$ cat src/hdl/motd_pkg.sv
`default_nettype none
package motd_pkg;

  localparam int ACCEL_BITS_DEF = 16;
  localparam int RATE_BITS_DEF  = 16;

  localparam int CFG_INDEX_W = 3;
  localparam int CFG_DATA_W  = 16;
  localparam int LEVEL_W     = 15;
  localparam int SHAKE_W     = 16;
  localparam int LEVEL_SQ_W  = 2 * LEVEL_W;

  localparam logic [CFG_INDEX_W-1:0] REG_INVERTED_LEVEL   = 3'd0;
  localparam logic [CFG_INDEX_W-1:0] REG_FREE_FALL_LEVEL  = 3'd1;
  localparam logic [CFG_INDEX_W-1:0] REG_SHAKE_RATE_LEVEL = 3'd2;
  localparam logic [CFG_INDEX_W-1:0] REG_FLAT_BAND        = 3'd3;
  localparam logic [CFG_INDEX_W-1:0] REG_TILT_LEVEL       = 3'd4;
  localparam logic [CFG_INDEX_W-1:0] REG_SHAKE_STEP       = 3'd5;
  localparam logic [CFG_INDEX_W-1:0] REG_SHAKE_DECAY      = 3'd6;
  localparam logic [CFG_INDEX_W-1:0] REG_SHAKING_LEVEL    = 3'd7;

  localparam logic [LEVEL_W-1:0] INVERTED_LEVEL_RST   = 15'd2867;
  localparam logic [LEVEL_W-1:0] FREE_FALL_LEVEL_RST  = 15'd1229;
  localparam logic [LEVEL_W-1:0] SHAKE_RATE_LEVEL_RST = 15'd8000;
  localparam logic [LEVEL_W-1:0] FLAT_BAND_RST        = 15'd1229;
  localparam logic [LEVEL_W-1:0] TILT_LEVEL_RST       = 15'd2048;
  localparam logic [SHAKE_W-1:0] SHAKE_STEP_RST       = 16'd13107;
  localparam logic [SHAKE_W-1:0] SHAKE_DECAY_RST      = 16'd58982;
  localparam logic [SHAKE_W-1:0] SHAKING_LEVEL_RST    = 16'd19661;
  localparam logic [SHAKE_W-1:0] SHAKE_MAX            = 16'hFFFF;

  localparam logic [2:0] ORIENT_INVERTED  = 3'd0;
  localparam logic [2:0] ORIENT_FLAT      = 3'd1;
  localparam logic [2:0] ORIENT_LEFT      = 3'd2;
  localparam logic [2:0] ORIENT_RIGHT     = 3'd3;
  localparam logic [2:0] ORIENT_FORWARD   = 3'd4;
  localparam logic [2:0] ORIENT_BACK      = 3'd5;
  localparam logic [2:0] ORIENT_LEVEL     = 3'd6;

  typedef struct packed {
    logic       inverted;
    logic       free_fall;
    logic [2:0] orientation;
    logic       rate_over;
  } class_t;

endpackage
`default_nettype wire

$ cat src/hdl/motd_classify.sv
`default_nettype none
module motd_classify #(
  parameter int ACCEL_BITS = motd_pkg::ACCEL_BITS_DEF,
  parameter int RATE_BITS  = motd_pkg::RATE_BITS_DEF
) (
  input  logic signed [ACCEL_BITS-1:0]         ax,
  input  logic signed [ACCEL_BITS-1:0]         ay,
  input  logic signed [ACCEL_BITS-1:0]         az,
  input  logic signed [RATE_BITS-1:0]          rx,
  input  logic signed [RATE_BITS-1:0]          ry,
  input  logic signed [RATE_BITS-1:0]          rz,
  input  logic [motd_pkg::LEVEL_W-1:0]         inverted_level,
  input  logic [motd_pkg::LEVEL_W-1:0]         flat_band,
  input  logic [motd_pkg::LEVEL_W-1:0]         tilt_level,
  input  logic [motd_pkg::LEVEL_SQ_W-1:0]      free_fall_sq,
  input  logic [motd_pkg::LEVEL_SQ_W-1:0]      shake_rate_sq,
  output motd_pkg::class_t                     cls
);
  import motd_pkg::*;

  localparam int CW  = ((ACCEL_BITS > LEVEL_W) ? ACCEL_BITS : LEVEL_W) + 2;
  localparam int ASW = 2 * ACCEL_BITS;
  localparam int RSW = 2 * RATE_BITS;
  localparam int ACW = (ASW > LEVEL_SQ_W) ? ASW : LEVEL_SQ_W;
  localparam int RCW = (RSW > LEVEL_SQ_W) ? RSW : LEVEL_SQ_W;

  logic signed [CW-1:0]  ax_e, ay_e, az_e;
  logic signed [CW-1:0]  inv_pos, band_pos, tilt_pos;
  logic signed [ASW-1:0] sq_ax, sq_ay, sq_az;
  logic signed [RSW-1:0] sq_rx, sq_ry, sq_rz;
  logic [ASW-1:0]        accel_sum;
  logic [RSW-1:0]        rate_sum;
  logic                  flat;

  assign ax_e     = CW'(ax);
  assign ay_e     = CW'(ay);
  assign az_e     = CW'(az);
  assign inv_pos  = $signed(CW'(inverted_level));
  assign band_pos = $signed(CW'(flat_band));
  assign tilt_pos = $signed(CW'(tilt_level));

  assign sq_ax = ASW'(ax) * ASW'(ax);
  assign sq_ay = ASW'(ay) * ASW'(ay);
  assign sq_az = ASW'(az) * ASW'(az);
  assign sq_rx = RSW'(rx) * RSW'(rx);
  assign sq_ry = RSW'(ry) * RSW'(ry);
  assign sq_rz = RSW'(rz) * RSW'(rz);

  // Each square is at most 2^(2n-2), so three of them still fit in 2n bits.
  assign accel_sum = $unsigned(sq_ax) + $unsigned(sq_ay) + $unsigned(sq_az);
  assign rate_sum  = $unsigned(sq_rx) + $unsigned(sq_ry) + $unsigned(sq_rz);

  assign flat = (ax_e < band_pos) && (ax_e > -band_pos) &&
                (ay_e < band_pos) && (ay_e > -band_pos);

  always_comb begin
    cls.inverted  = az_e < -inv_pos;
    cls.free_fall = ACW'(accel_sum) < ACW'(free_fall_sq);
    cls.rate_over = RCW'(rate_sum) > RCW'(shake_rate_sq);
    if (cls.inverted) begin
      cls.orientation = ORIENT_INVERTED;
    end else if (flat) begin
      cls.orientation = ORIENT_FLAT;
    end else if (ax_e > tilt_pos) begin
      cls.orientation = ORIENT_LEFT;
    end else if (ax_e < -tilt_pos) begin
      cls.orientation = ORIENT_RIGHT;
    end else if (ay_e > tilt_pos) begin
      cls.orientation = ORIENT_FORWARD;
    end else if (ay_e < -tilt_pos) begin
      cls.orientation = ORIENT_BACK;
    end else begin
      cls.orientation = ORIENT_LEVEL;
    end
  end

endmodule
`default_nettype wire

$ cat config.mk
export PLATFORM = sky130hd
export DESIGN_NAME = motd_classify
export DESIGN_NICKNAME = d
export VERILOG_FILES = /design/src/hdl/motd_pkg.sv /design/src/hdl/motd_classify.sv
export SDC_FILE = /design/constraint.sdc
export NUM_CORES = 2
export LEC_CHECK = 0
export BUFFER_PORTS_ARGS = -buffer_cell sky130_fd_sc_hd__clkbuf_2
export CAP_MARGIN = 20
export CORE_ASPECT_RATIO = 2
export CORE_MARGIN = 10
export CORE_UTILIZATION = 50
export DETAILED_ROUTE_END_ITERATION = 10
export PLACE_DENSITY = 0.67
export SYNTH_ARGS = -nofsm -noshare
export SYNTH_HDL_FRONTEND = slang
export SYNTH_SLANG_ARGS = --single-unit
$ cat constraint.sdc
create_clock -name vclk -period 26.5
set_input_delay 2.65 -clock vclk [all_inputs]
set_output_delay 2.65 -clock vclk [all_outputs]
set_load 0.01 [all_outputs]
# Word level (Yosys, flattened, before mapping)
# Cells that the tools add are included.
# totals
register_bits	0
latch_bits	0
mem_bits_rw	0
romBits	0
inputBits	201
output_inout_bits	6
n_memories	0
# op_classes
addsub	7
n_mul	6
div_mod_pow	0
order_cmp	11
eq_ne	0
n_shift	0
n_mux	6
n_bitwise	0
n_reduce_logical	3
# op_table
op	n
multiplier 16 x 16 -> 32 bit	6
adder 32 bit	4
less-than comparator 16 x 18 -> 1 bit	3
negation 15 -> 18 bit	3
greater-than comparator 16 x 18 -> 1 bit	2
greater-than comparator 16 bit	2
greater-than comparator 32 x 30 -> 1 bit	1
less-than comparator 16 bit	2
less-than comparator 32 x 30 -> 1 bit	1
2-to-1 mux 3 bit	4
2-to-1 mux 2 bit	2
logical AND 1 bit	3

# Depth between registers and ports, before layout
# logic_depth
ltp_word	8
ltp_mapped	40
ltp_nobuf	39

# Least setup slack after synthesis
# No wires, ideal clock.
# synth_timing
kind	input-to-output
start	input ay[15]
end	output cls[4] in the netlist's numbering
arrival_ps	11442
slack_ps	12408
cell_stages	33
path_buffers	1
path_cell_list	inv_1 -> clkbuf_1 -> nor2_1 -> inv_1 -> fa_1 -> inv_1 -> fa_1 -> inv_1 -> fa_1 -> inv_1 -> fa_1 -> fa_1 -> fa_1 -> fa_1 -> fa_1 -> inv_1 -> fa_1 -> inv_1 -> ha_1 -> a21o_1 -> a2111oi_4 -> o31ai_1 -> nor4_2 -> or2_2 -> o21ai_0 -> a211oi_1 -> nor2_1 -> ha_1 -> nand3_1 -> nor2_1 -> a2111oi_0 -> o21ai_0 -> a211oi_2
# synth_lines
element	line_no	rtl
start, declared	motd_classify.sv:7	input logic signed [ACCEL_BITS-1:0] ay,
end, declared	motd_classify.sv:17	output motd_pkg::class_t cls

==> out/qor.txt <==
ROUTE
-------------------------------------------------------------------------------------------
Post-detailed-route DRC marker count                                                      0
Vias/cell                                                                              5.40
Overall via count from detail_route                                                   41.9k
ANT nets after route                                                                      0
Average wire length per cell after detail routing                                   24.6 um
WL final                                                                             191 mm
Number of design-rule violations left by the first detailed-router iteration           1914
Pre-Repair DR Iteration Count                                                             6

YOSYS
-------------------------------------------------------------------------------------------
Share of synthesized area occupied by flip-flops and latches                             0%
Number of synthesis warnings                                                              0
Library cell occupying the most area in the post-synthesis netlist                     fa_1
Post-synthesis average cell area                                                   9.54 um2
Synthesized Nets                                                                       8589
Proportion of netlist area held by the largest area contributor                       56.0%
Number of unique standard cell types used by synthesis                                   65
Gate count after technology mapping                                                    6137
Cell area after synthesis                                                         58500 um2
Top post-synthesis cells by area                                               fa_1 (56%), inv_1 (13%), ha_1 (13%)

LAYOUT
-------------------------------------------------------------------------------------------
Number of cells in the finished layout apart from fillers                              7766
Top library cells by usage in the layout, fill and taps aside                  inv_1 (2102), fa_1 (1636), ha_1 (615)
Flip-flop and latch area                                                              0 um2
Share of final-layout standard cells stronger than drive strength 1                   4.20%
Number of clock-tree buffers in the layout                                                0
Area growth from synthesis to layout                                                  4.47%
Nets@finish                                                                            8692
Sequential cells                                                                          0
Leading cell type in the layout, fill and taps excluded                               inv_1

RUN STATUS
-------------------------------------------------------------------------------------------
Outcome                                                                        finished, final reports clean

CLOCK NETWORK
-------------------------------------------------------------------------------------------
Hold buffer count at CTS                                                                  0
Setup Fix Bufs, Post-CTS                                                                  0
Quantity of gates resized following cts                                                   0

TIMING
-------------------------------------------------------------------------------------------
Number of pins exceeding their max-slew limit in the final report                         0
Setup-violating endpoint count in the final report                                        0
Period Utilization, post-route                                                        59.1%
Top achievable clock speed                                                       0.0638 GHz
Shortest clock period the worst path allows after layout                           15660 ps
Total Neg Setup Slack                                                                  0 ps
Relative max-transition margin                                                        26.6%
Unrepaired setup endpoints after global routing                                       false
Final hold viol count                                                                     0
Worst Tran Pin Value                                                                1100 ps

WORST SETUP PATH
-------------------------------------------------------------------------------------------
Slowest cell delay on critical path                                                  680 ps
Worst EP arrival                                                                   13010 ps
Critical path buffers and inverters                                                      10
Critical path peak fanout                                                                29
Launching element type of the critical path                                       input pin
Setup crit end kind                                                            primary output
Slowest CP cell                                                                    clkbuf_2
Cell repeated most along the worst path                                                fa_1
Crit path max-delay family                                                      adder cells
Required time reported for the critical path endpoint                              23850 ps
Crit Path Category                                                             input pin to primary output

FLOORPLANNING
-------------------------------------------------------------------------------------------
IO Pins                                                                                 207
Standard cell core area                                                          116000 um2
Die Area                                                                         132000 um2
Horiz. Die Dim                                                                       262 um
Row count                                                                               177
Starting density of the core                                                          50.3%
Die outline height                                                                   504 um

MIN PATH
-------------------------------------------------------------------------------------------
Class of the tightest hold or removal check                                    input pin to primary output

PLACED DESIGN
-------------------------------------------------------------------------------------------
Post-Place Cells                                                                       7759
RePlAce Congestion                                                                     1.00
Count of buffers from port buffering                                                    207
HPWL after detailed placement                                                        165 mm

GRT
-------------------------------------------------------------------------------------------
Antenna violations before repair                                                         10
Pin count of the biggest net entering global routing                                     40
Via count of the first global-routing pass                                            49.4k
Remaining global-route overflow                                                           0
Wire length of the first global-routing pass                                         288 mm
Aggregate global-route resource usage                                                 30.0%

FLOW RUN
-------------------------------------------------------------------------------------------
Max-cap violations                                                                        0

-- Yosys cell counts, drive strengths merged (24+ instances only) --
| master | n |
|---|---|
| fa | 1636 |
| a21o | 55 |
| nand3 | 24 |
| xnor2 | 152 |
| and2 | 329 |
| ha | 615 |
| o21a | 41 |
| o21ai | 59 |
| nor2b | 73 |
| nor3 | 26 |
| a21oi | 85 |
| nand2 | 404 |
| nand2b | 42 |
| xor2 | 43 |
| nor2 | 137 |
| inv | 2102 |
| nand4 | 31 |
| clkbuf | 119 |
-- metrics by stage --
| step | setup slack [ps] | hold slack, ps | util, % | instance area (um2) |
|---|---|---|---|---|
| floorplan | 12410 | 5520 | - | 58500 |
| global placement | 11110 | 5760 | 52.6 | 61100 |
| detailed placement | 11040 | 5750 | 52.6 | 61100 |
| CTS | 11050 | 5760 | 52.6 | 61100 |
| global route | 10430 | 5790 | 52.6 | 61100 |
| finish | 10840 | 5750 | 52.6 | 61100 |
-- cell type report --
class              count  area (um2)
fillers            10845       55100
repair buffers       221        1140
diodes                 7        17.5
multi-input cells   3915       50200
well taps           1521        1900
inverters           2102        7890
-- final timing paths --
kind,from,to,slack (ps),depth (start not counted)
setup / recovery,ay[15],cls[4],10840,35
hold / removal,free_fall_sq[29],cls[4],5750,5
-- logic make-up after synthesis --
family	after synthesis	synth area share, %
other	1	0.00641
adder cells (fa/ha/maj)	2251	69.1
AO/OA/AOI/OAI	334	3.88
AND/OR/NAND/NOR	1127	9.70
XOR/XNOR	195	2.92
buffers and inverters	2222	14.3
multiplexers	7	0.126
-- per-layer routing --
| layer | vias to the layer above | track usage (%) | share of wire [%] |
|---|---|---|---|
| li1 | 17735 | - | - |
| met1 | 21705 | 24.3 | 25 |
| met2 | 1535 | 55.7 | 55 |
| met3 | 934 | 3.97 | 4.4 |
| met4 | 2 | 35.3 | 16 |
| met5 | - | 0 | 0.0084 |
